### config.mk
export PLATFORM = sky130hd
export DESIGN_NAME = keyed_fifo_wait_queue
export DESIGN_NICKNAME = d
export VERILOG_FILES = /design/src/rtl/kfwq_pkg.sv /design/src/rtl/kfwq_front.sv /design/src/rtl/kfwq_back.sv /design/src/rtl/keyed_fifo_wait_queue.sv
export SDC_FILE = /design/constraint.sdc
export NUM_CORES = 2
export LEC_CHECK = 0
export BUFFER_PORTS_ARGS = -buffer_cell sky130_fd_sc_hd__buf_2
export CAP_MARGIN = 20
export CORE_ASPECT_RATIO = 1.1
export CORE_MARGIN = 2
export CORE_UTILIZATION = 50
export CTS_CLUSTER_SIZE = 16
export DETAILED_ROUTE_END_ITERATION = 7
export GPL_TIMING_DRIVEN = 0
export PLACE_DENSITY = 0.66
export SKIP_CTS_REPAIR_TIMING = 1
export SYNTH_ARGS = -nofsm -noshare
export SYNTH_HDL_FRONTEND = slang
export SYNTH_SLANG_ARGS = --single-unit
### constraint.sdc
create_clock -name clk -period 6.85 [get_ports clk]
set_input_delay 0.685 -clock clk [delete_from_list [all_inputs] [get_ports clk]]
set_output_delay 0.685 -clock clk [all_outputs]
set_load 0.02 [all_outputs]
### src/rtl/kfwq_pkg.sv
package kfwq_pkg;

    typedef enum logic [2:0] {
        KIND_APPEND    = 3'd0,
        KIND_APPEND_EQ = 3'd1,
        KIND_REMOVE    = 3'd2,
        KIND_WAKE_ONE  = 3'd3,
        KIND_WAKE_KEY  = 3'd4,
        KIND_WAKE_ALL  = 3'd5,
        KIND_MARK_DEAD = 3'd6,
        KIND_COUNT     = 3'd7
    } kind_t;

    typedef enum logic [1:0] {
        ST_DONE    = 2'd0,
        ST_CHANGED = 2'd1,
        ST_NONE    = 2'd2,
        ST_FULL    = 2'd3
    } status_t;

    // decoded request as handed from front to back
    typedef struct packed {
        kind_t kind;
        logic  changed;
    } cmd_ctl_t;

endpackage

### src/rtl/kfwq_front.sv
module kfwq_front
    import kfwq_pkg::*;
#(
    parameter int ID_BITS = 8
)
(
    input  logic               clk,
    input  logic               rst_n,
    input  logic               in_valid,
    output logic               in_stall,
    input  logic [2:0]         kind,
    input  logic [7:0]         waiter_id,
    input  logic [63:0]        match_key,
    input  logic signed [31:0] observed_value,
    input  logic signed [31:0] expected_value,
    output logic               cmd_valid,
    output cmd_ctl_t           cmd_ctl,
    output logic [ID_BITS-1:0] cmd_id,
    output logic [63:0]        cmd_key,
    input  logic               cmd_pop
);

    cmd_ctl_t           ctl_reg [2];
    logic [ID_BITS-1:0] id_reg  [2];
    logic [63:0]        key_reg [2];
    logic               wr_ptr_reg, wr_ptr_next;
    logic               rd_ptr_reg, rd_ptr_next;
    logic [1:0]         cnt_reg, cnt_next;
    logic               push;
    cmd_ctl_t           new_ctl;

    assign in_stall  = (cnt_reg == 2'd2);
    assign push      = in_valid && !in_stall;
    assign cmd_valid = (cnt_reg != 2'd0);
    assign cmd_ctl   = ctl_reg[rd_ptr_reg];
    assign cmd_id    = id_reg[rd_ptr_reg];
    assign cmd_key   = key_reg[rd_ptr_reg];

    always_comb
    begin
        new_ctl.kind    = kind_t'(kind);
        new_ctl.changed = (observed_value != expected_value);
    end

    always_comb
    begin
        wr_ptr_next = wr_ptr_reg ^ push;
        rd_ptr_next = rd_ptr_reg ^ (cmd_pop && cmd_valid);
        cnt_next    = cnt_reg + {1'b0, push} - {1'b0, cmd_pop && cmd_valid};
    end

    always_ff @(posedge clk or negedge rst_n)
    begin
        if (!rst_n)
        begin
            wr_ptr_reg <= 1'b0;
            rd_ptr_reg <= 1'b0;
            cnt_reg    <= 2'd0;
        end
        else
        begin
            wr_ptr_reg <= wr_ptr_next;
            rd_ptr_reg <= rd_ptr_next;
            cnt_reg    <= cnt_next;
        end
    end

    always_ff @(posedge clk)
    begin
        if (push)
        begin
            ctl_reg[wr_ptr_reg] <= new_ctl;
            id_reg[wr_ptr_reg]  <= ID_BITS'(waiter_id);
            key_reg[wr_ptr_reg] <= match_key;
        end
    end

endmodule

### src/rtl/kfwq_back.sv
module kfwq_back
    import kfwq_pkg::*;
#(
    parameter int QUEUE_DEPTH = 16,
    parameter int ID_BITS     = 8,
    localparam int PW = $clog2(QUEUE_DEPTH),
    localparam int CW = $clog2(QUEUE_DEPTH + 1)
)
(
    input  logic               clk,
    input  logic               rst_n,
    input  logic               cmd_valid,
    input  cmd_ctl_t           cmd_ctl,
    input  logic [ID_BITS-1:0] cmd_id,
    input  logic [63:0]        cmd_key,
    output logic               cmd_pop,
    output logic               out_valid,
    input  logic               out_stall,
    output logic [1:0]         status,
    output logic [7:0]         woken_id,
    output logic [4:0]         waiter_count,
    output logic               last,
    output logic [CW-1:0]      occ
);

    logic [ID_BITS-1:0]     ids_reg  [QUEUE_DEPTH];
    logic [ID_BITS-1:0]     ids_next [QUEUE_DEPTH];
    logic [63:0]            keys_reg  [QUEUE_DEPTH];
    logic [63:0]            keys_next [QUEUE_DEPTH];
    logic [QUEUE_DEPTH-1:0] live_reg, live_next;
    logic [CW-1:0]          occ_reg, occ_next;

    logic                   out_valid_reg;
    status_t                status_reg;
    logic [7:0]             woken_reg;
    logic [4:0]             count_reg;
    logic                   last_reg;

    logic [QUEUE_DEPTH-1:0] cand;
    logic [QUEUE_DEPTH-1:0] other;
    logic                   hit;
    logic [PW-1:0]          hit_pos;
    logic                   go;
    logic                   emit;
    status_t                res_status;
    logic [7:0]             res_id;
    logic [4:0]             res_count;
    logic                   res_last;
    logic                   do_app, do_kill, do_drop, do_clear;

    assign occ          = occ_reg;
    assign out_valid    = out_valid_reg;
    assign status       = status_reg;
    assign woken_id     = woken_reg;
    assign waiter_count = count_reg;
    assign last         = last_reg;
    assign go           = cmd_valid && (!out_valid_reg || !out_stall);

    // per-cell match
    always_comb
    begin
        for (int i = 0; i < QUEUE_DEPTH; i++)
        begin
            case (cmd_ctl.kind)
                KIND_REMOVE:    cand[i] = (ids_reg[i] == cmd_id);
                KIND_MARK_DEAD: cand[i] = live_reg[i] && (ids_reg[i] == cmd_id);
                KIND_WAKE_KEY:  cand[i] = (keys_reg[i] == cmd_key);
                default:        cand[i] = 1'b1;
            endcase
            cand[i] = cand[i] && (CW'(i) < occ_reg);
        end
    end

    always_comb
    begin
        hit     = 1'b0;
        hit_pos = '0;
        for (int i = QUEUE_DEPTH - 1; i >= 0; i--)
        begin
            if (cand[i])
            begin
                hit     = 1'b1;
                hit_pos = PW'(i);
            end
        end
        other          = live_reg;
        other[hit_pos] = 1'b0;
    end

    always_comb
    begin
        emit       = 1'b0;
        cmd_pop    = 1'b0;
        res_status = ST_DONE;
        res_id     = 8'd0;
        res_count  = 5'd0;
        res_last   = 1'b1;
        do_app     = 1'b0;
        do_kill    = 1'b0;
        do_drop    = 1'b0;
        do_clear   = 1'b0;
        if (go)
        begin
            case (cmd_ctl.kind)
                KIND_APPEND, KIND_APPEND_EQ:
                begin
                    emit    = 1'b1;
                    cmd_pop = 1'b1;
                    if (cmd_ctl.kind == KIND_APPEND_EQ && cmd_ctl.changed)
                        res_status = ST_CHANGED;
                    else if (occ_reg == CW'(QUEUE_DEPTH))
                        res_status = ST_FULL;
                    else
                        do_app = 1'b1;
                end
                KIND_REMOVE:
                begin
                    emit       = 1'b1;
                    cmd_pop    = 1'b1;
                    do_drop    = hit;
                    res_status = hit ? ST_DONE : ST_NONE;
                end
                KIND_MARK_DEAD:
                begin
                    emit       = 1'b1;
                    cmd_pop    = 1'b1;
                    do_kill    = hit;
                    res_status = hit ? ST_DONE : ST_NONE;
                end
                KIND_COUNT:
                begin
                    emit      = 1'b1;
                    cmd_pop   = 1'b1;
                    res_count = 5'(occ_reg);
                end
                KIND_WAKE_ONE, KIND_WAKE_KEY, KIND_WAKE_ALL:
                begin
                    if (!hit)
                    begin
                        emit       = 1'b1;
                        cmd_pop    = 1'b1;
                        res_status = ST_NONE;
                    end
                    else
                    begin
                        // dead entries are dropped one a cycle while the output is not stalled, without a result
                        do_drop = 1'b1;
                        if (live_reg[hit_pos])
                        begin
                            emit   = 1'b1;
                            res_id = 8'(ids_reg[hit_pos]);
                            if (cmd_ctl.kind == KIND_WAKE_ALL)
                            begin
                                res_last = !(|other);
                                do_clear = res_last;
                            end
                            cmd_pop = res_last;
                        end
                    end
                end
                default:
                begin
                    emit    = 1'b1;
                    cmd_pop = 1'b1;
                end
            endcase
        end
    end

    always_comb
    begin
        ids_next  = ids_reg;
        keys_next = keys_reg;
        live_next = live_reg;
        occ_next  = occ_reg;
        if (do_app)
        begin
            ids_next[occ_reg[PW-1:0]]  = cmd_id;
            keys_next[occ_reg[PW-1:0]] = cmd_key;
            live_next[occ_reg[PW-1:0]] = 1'b1;
            occ_next                   = occ_reg + CW'(1);
        end
        if (do_kill)
            live_next[hit_pos] = 1'b0;
        if (do_drop)
        begin
            for (int i = 0; i < QUEUE_DEPTH - 1; i++)
            begin
                if (PW'(i) >= hit_pos)
                begin
                    ids_next[i]  = ids_reg[i+1];
                    keys_next[i] = keys_reg[i+1];
                    live_next[i] = live_reg[i+1];
                end
            end
            live_next[QUEUE_DEPTH-1] = 1'b0;
            occ_next                 = occ_reg - CW'(1);
        end
        if (do_clear)
        begin
            live_next = '0;
            occ_next  = '0;
        end
    end

    always_ff @(posedge clk or negedge rst_n)
    begin
        if (!rst_n)
        begin
            live_reg      <= '0;
            occ_reg       <= '0;
            out_valid_reg <= 1'b0;
        end
        else
        begin
            live_reg <= live_next;
            occ_reg  <= occ_next;
            if (emit)
                out_valid_reg <= 1'b1;
            else if (!out_stall)
                out_valid_reg <= 1'b0;
        end
    end

    always_ff @(posedge clk)
    begin
        ids_reg  <= ids_next;
        keys_reg <= keys_next;
        if (emit)
        begin
            status_reg <= res_status;
            woken_reg  <= res_id;
            count_reg  <= res_count;
            last_reg   <= res_last;
        end
    end

endmodule

### src/rtl/keyed_fifo_wait_queue.sv
// Ordered wait queue of (id, key, live) entries with key-matched wake.
// Input channel: in_valid/in_stall carry one request (kind, waiter_id,
// match_key, observed_value, expected_value). A request is taken at an edge
// with in_valid high and in_stall low; a two-entry request queue sits in
// front, so in_stall rises only when both slots hold pending requests.
// Output channel: out_valid/out_stall carry result items (status, woken_id,
// waiter_count, last) from an output register; last marks the final result
// of a request. Only wake all gives more than one result, one per woken entry.
// A request passes through the front queue and then the output register.
// Throughput: one request per cycle for append, remove, mark dead and count while
// the output is not stalled; a wake drops the dead entries it meets without a
// result, since the back end's match-and-compact step removes one cell per cycle.
// A stalled output holds its result and freezes the back end; requests keep
// filling the front queue until it is full.
// Reset empties the queue and the output register; it takes effect at once.
module keyed_fifo_wait_queue
    import kfwq_pkg::*;
#(
    parameter int QUEUE_DEPTH = 16,
    parameter int ID_BITS     = 8
)
(
    input  logic               clk,
    input  logic               rst_n,
    input  logic               in_valid,
    output logic               in_stall,
    input  logic [2:0]         kind,
    input  logic [7:0]         waiter_id,
    input  logic [63:0]        match_key,
    input  logic signed [31:0] observed_value,
    input  logic signed [31:0] expected_value,
    output logic               out_valid,
    input  logic               out_stall,
    output logic [1:0]         status,
    output logic [7:0]         woken_id,
    output logic [4:0]         waiter_count,
    output logic               last
);

    localparam int CW = $clog2(QUEUE_DEPTH + 1);

    logic               cmd_valid;
    cmd_ctl_t           cmd_ctl;
    logic [ID_BITS-1:0] cmd_id;
    logic [63:0]        cmd_key;
    logic               cmd_pop;
    logic [CW-1:0]      occ;

    kfwq_front #(
        .ID_BITS (ID_BITS)
    ) u_front (
        .clk            (clk),
        .rst_n          (rst_n),
        .in_valid       (in_valid),
        .in_stall       (in_stall),
        .kind           (kind),
        .waiter_id      (waiter_id),
        .match_key      (match_key),
        .observed_value (observed_value),
        .expected_value (expected_value),
        .cmd_valid      (cmd_valid),
        .cmd_ctl        (cmd_ctl),
        .cmd_id         (cmd_id),
        .cmd_key        (cmd_key),
        .cmd_pop        (cmd_pop)
    );

    kfwq_back #(
        .QUEUE_DEPTH (QUEUE_DEPTH),
        .ID_BITS     (ID_BITS)
    ) u_back (
        .clk          (clk),
        .rst_n        (rst_n),
        .cmd_valid    (cmd_valid),
        .cmd_ctl      (cmd_ctl),
        .cmd_id       (cmd_id),
        .cmd_key      (cmd_key),
        .cmd_pop      (cmd_pop),
        .out_valid    (out_valid),
        .out_stall    (out_stall),
        .status       (status),
        .woken_id     (woken_id),
        .waiter_count (waiter_count),
        .last         (last),
        .occ          (occ)
    );

    a_occ_bound: assert property (@(posedge clk) disable iff (!rst_n)
        occ <= CW'(QUEUE_DEPTH))
        else $error("occupancy above depth");

    a_occ_step: assert property (@(posedge clk) disable iff (!rst_n)
        occ > $past(occ) |-> occ == $past(occ) + CW'(1))
        else $error("occupancy grew by more than one");

    a_count_done: assert property (@(posedge clk) disable iff (!rst_n)
        out_valid && waiter_count != 5'd0 |-> status == ST_DONE && last)
        else $error("count on a non-done result");

    a_woken_done: assert property (@(posedge clk) disable iff (!rst_n)
        out_valid && woken_id != 8'd0 |-> status == ST_DONE)
        else $error("woken id on a non-done result");

endmodule

==> results.json <==
{
  "status": "finished with violations",
  "violations": "design-rule violations, negative setup slack",
  "fin_nets": 9199,
  "critPathArrivalTime_ns": 7.76,
  "yosysWarnings": 0,
  "antenna_found_initial": 10,
  "synth-xor-area-share": 0.147,
  "synthTopCellsByArea": "dfxtp_1 (31%), xnor2_1 (11%), edfxtp_1 (10%)",
  "cts_buffer_depth": 3,
  "cts_tree": "built",
  "period_minus_slack_ns": 7.10,
  "grt_remaining_overflow": 0,
  "dp.cells": 10600,
  "syn_area_per_cell_um2": 8.15,
  "clk_pin_slew_worst_paths_ns": 0.06,
  "postSynth.asyncResetShare": 0.0193,
  "worstSetupStartpointType": "register",
  "timing.final.max_slew_violations": 0,
  "synth_ff_type": "dfxtp_1",
  "syn_inst": 8626,
  "wl_per_cell_um": 33.5,
  "synth_top_cell_area_share": 0.307,
  "clock_sinks": 1346,
  "critPathRequiredTime_ns": 7.51,
  "synth_nets": 8778,
  "cap_violations": 0,
  "synth-adder-area-share": 0.00160,
  "gp_congestion": 1.29,
  "start_util": 0.503,
  "setup_ws_ns": -0.254,
  "num_io_pins": 161,
  "drive_gt1_frac": 0.110,
  "pwr_density_cell_nw_per_um2": 631,
  "skew_ns": 0.0311,
  "area_delta_synth_final_pct": 13.9,
  "via_count": 69900,
  "row_count": 144,
  "hp-class": "in2async",
  "worst_slew_pin_slew_ns": 1.26,
  "synth_seq_cells": 1346,
  "cp_max_fo": 10,
  "setup_violations": 361,
  "cts_buffers": 151,
  "hold_viol_final": 0,
  "die_area_um2": 144000,
  "ir_worst_vdd_mv": 0.427,
  "synth_top_area_cell": "dfxtp_1",
  "hpwl_mm": 301,
  "drc": 1,
  "io_buffer_count": 160,
  "dr.first_iter.drc_count": 11700,
  "final_cells": 11000,
  "yosysSeqAreaShare": 0.419,
  "endpoint_kind": "register",
  "track_usage": 0.494,
  "fmax_mhz": 141,
  "maxSlewHeadroom": 0.156,
  "synth-compound-area-share": 0.172,
  "power.leakage_nw": 28.9,
  "multi_input_area_um2": 37700,
  "reg2regPathDepth": 18,
  "ant_nets": 0,
  "fillers": 13300,
  "dr.pass1.iters": 8,
  "ys_top_cells_by_count": "nand2_1 (1159), dfxtp_1 (1080), nor2_1 (1063), o21ai_0 (1050), a21oi_1 (1046)",
  "synth_cell_types": 87,
  "die_y_um": 397,
  "synthMuxAreaShare": 0.0431,
  "synth_enable_flop_cells": 240,
  "path_class": "reg2reg",
  "totalWireLength_mm": 368,
  "cts_root_buf": "clkbuf_16",
  "regArea_um2": 29500,
  "synth_top_family_by_area": "compound AO/OA/AOI/OAI gates",
  "drt-vias-per-instance": 6.35,
  "timing.final.crit_share": 1.04,
  "cts_max_level": 4,
  "synth.most_common_cell": "nand2_1",
  "syn_area_um2": 70300,
  "synth-simple-area-share": 0.163,
  "dp_worst_setup_slack_ns": -0.794,
  "grt_max_degree": 62,
  "grt_pass1_vias": 64000,
  "grt_first_pass_wirelength_mm": 492,
  "dieWidth_um": 362,
  "design.core.area_um2": 140000,
  "clkLatencyLatePin_ns": 0.83,
  "largest_reg_flops": 960
}
-- worst max-delay path, cell delays in order, from the launching register on --
cell and delay, ns:
dfrtp_1 0.34, buf_6 0.16, buf_6 0.30, mux2i_4 0.61, buf_4 0.40, xor2_1 0.66
nand4_1 0.17, nor4_1 0.70, buf_2 0.36, a31oi_2 0.22, nand2_1 0.33, nor4_4 0.11
buf_2 0.24, nor2b_1 0.16, clkbuf_1 0.34, nor3_2 0.53, buf_2 0.44, clkbuf_1 0.60
o21ai_0 0.21
-- layout by cell type, fill, tap and decap left out, drive strengths merged, types with 8 or more instances in the layout --
cell and instances:
dfrtp 26, diode 14, o21ai 1122, nor2b 11, o211ai 16, nand2 1160
clkbuf 700, nand4 121, mux2 101, a211oi 11, xnor2 891, nor4 224
edfxtp 240, a31oi 23, ha 9, o22ai 25, a21oi 1050, buf 522
xor2 292, nand3 48, mux2i 119, clkinv 36, dfxtp 1080, nand2b 10
nor3 51, clkinvlp 8, inv 97, nor2 1065
-- final timing paths --
kind | slack [ns] | startpoint | endpoint
setup / recovery | -0.25 | u_front.rd_ptr_reg$_DFF_PN0_ | u_back.keys_reg[906]$_DFF_P_
hold / removal | 0.008 | rst_n | u_front.cnt_reg[1]$_DFF_PN0_
setup reg to reg | -0.25 | u_front.rd_ptr_reg$_DFF_PN0_ | u_back.keys_reg[906]$_DFF_P_
hold reg to reg | 0.48 | u_back.keys_reg[791]$_DFF_P_ | u_back.keys_reg[855]$_DFF_P_
max in group asynchronous | 6.27 | rst_n | u_back.live_reg[14]$_DFF_PN0_
min in group clk | 0.06 | match_key[53] | u_front.key_reg[1][53]$_DFFE_PP_
-- layout make-up --
| cell class | instances | share of cell area |
|---|---|---|
| Inverter | 92 | 0.00431 |
| Tap cell | 1825 | 0.0285 |
| Clock buffer | 219 | 0.0547 |
| Multi-Input combinational cell | 6453 | 0.471 |
| Clock inverter | 55 | 0.00631 |
| Sequential cell | 1346 | 0.368 |
| Antenna cell | 14 | 0.000437 |
| Buffer | 734 | 0.0440 |
| Timing Repair Buffer | 269 | 0.0225 |
-- cells by family after synthesis --
logic type	Yosys count
compound gates	2314
fa+ha+maj	9
buf+inv	827
simple gates	2727
mux	220
flops	1346
xor+xnor	1183
-- stage by stage --
step,setup TNS (ns),hold WS [ns],cell area (µm²),util,power [mW]
4_1_cts,-275.03,-0.00180,78600,0.562,47.5
2_1_floorplan,0,0.389,70300,-,27.4
6_report,-24.52,0.00824,80100,0.573,50.5
3_3_place_gp,-910.88,0.463,73400,0.525,38.9
5_1_grt,-0.0110,0.0299,80100,0.573,51.0
3_5_place_dp,-231.47,0.474,73700,0.527,39.2
-- per-layer routing --
layer  global-route usage  routed length [µm]
met1                0.588              134000
met2                0.716              152000
met3                0.219               52500
met4                0.336               30500
met5             0.000665                 223
-- power by group --
group          switching (mW)  total (mW)  internal, mW
registers                3.01        14.0          11.0
logic                    20.2        28.2          7.96
clock network            3.65        8.32          4.67
total                    26.9        50.5          23.7
No activity file was read; power rests on OpenSTA's default activity.
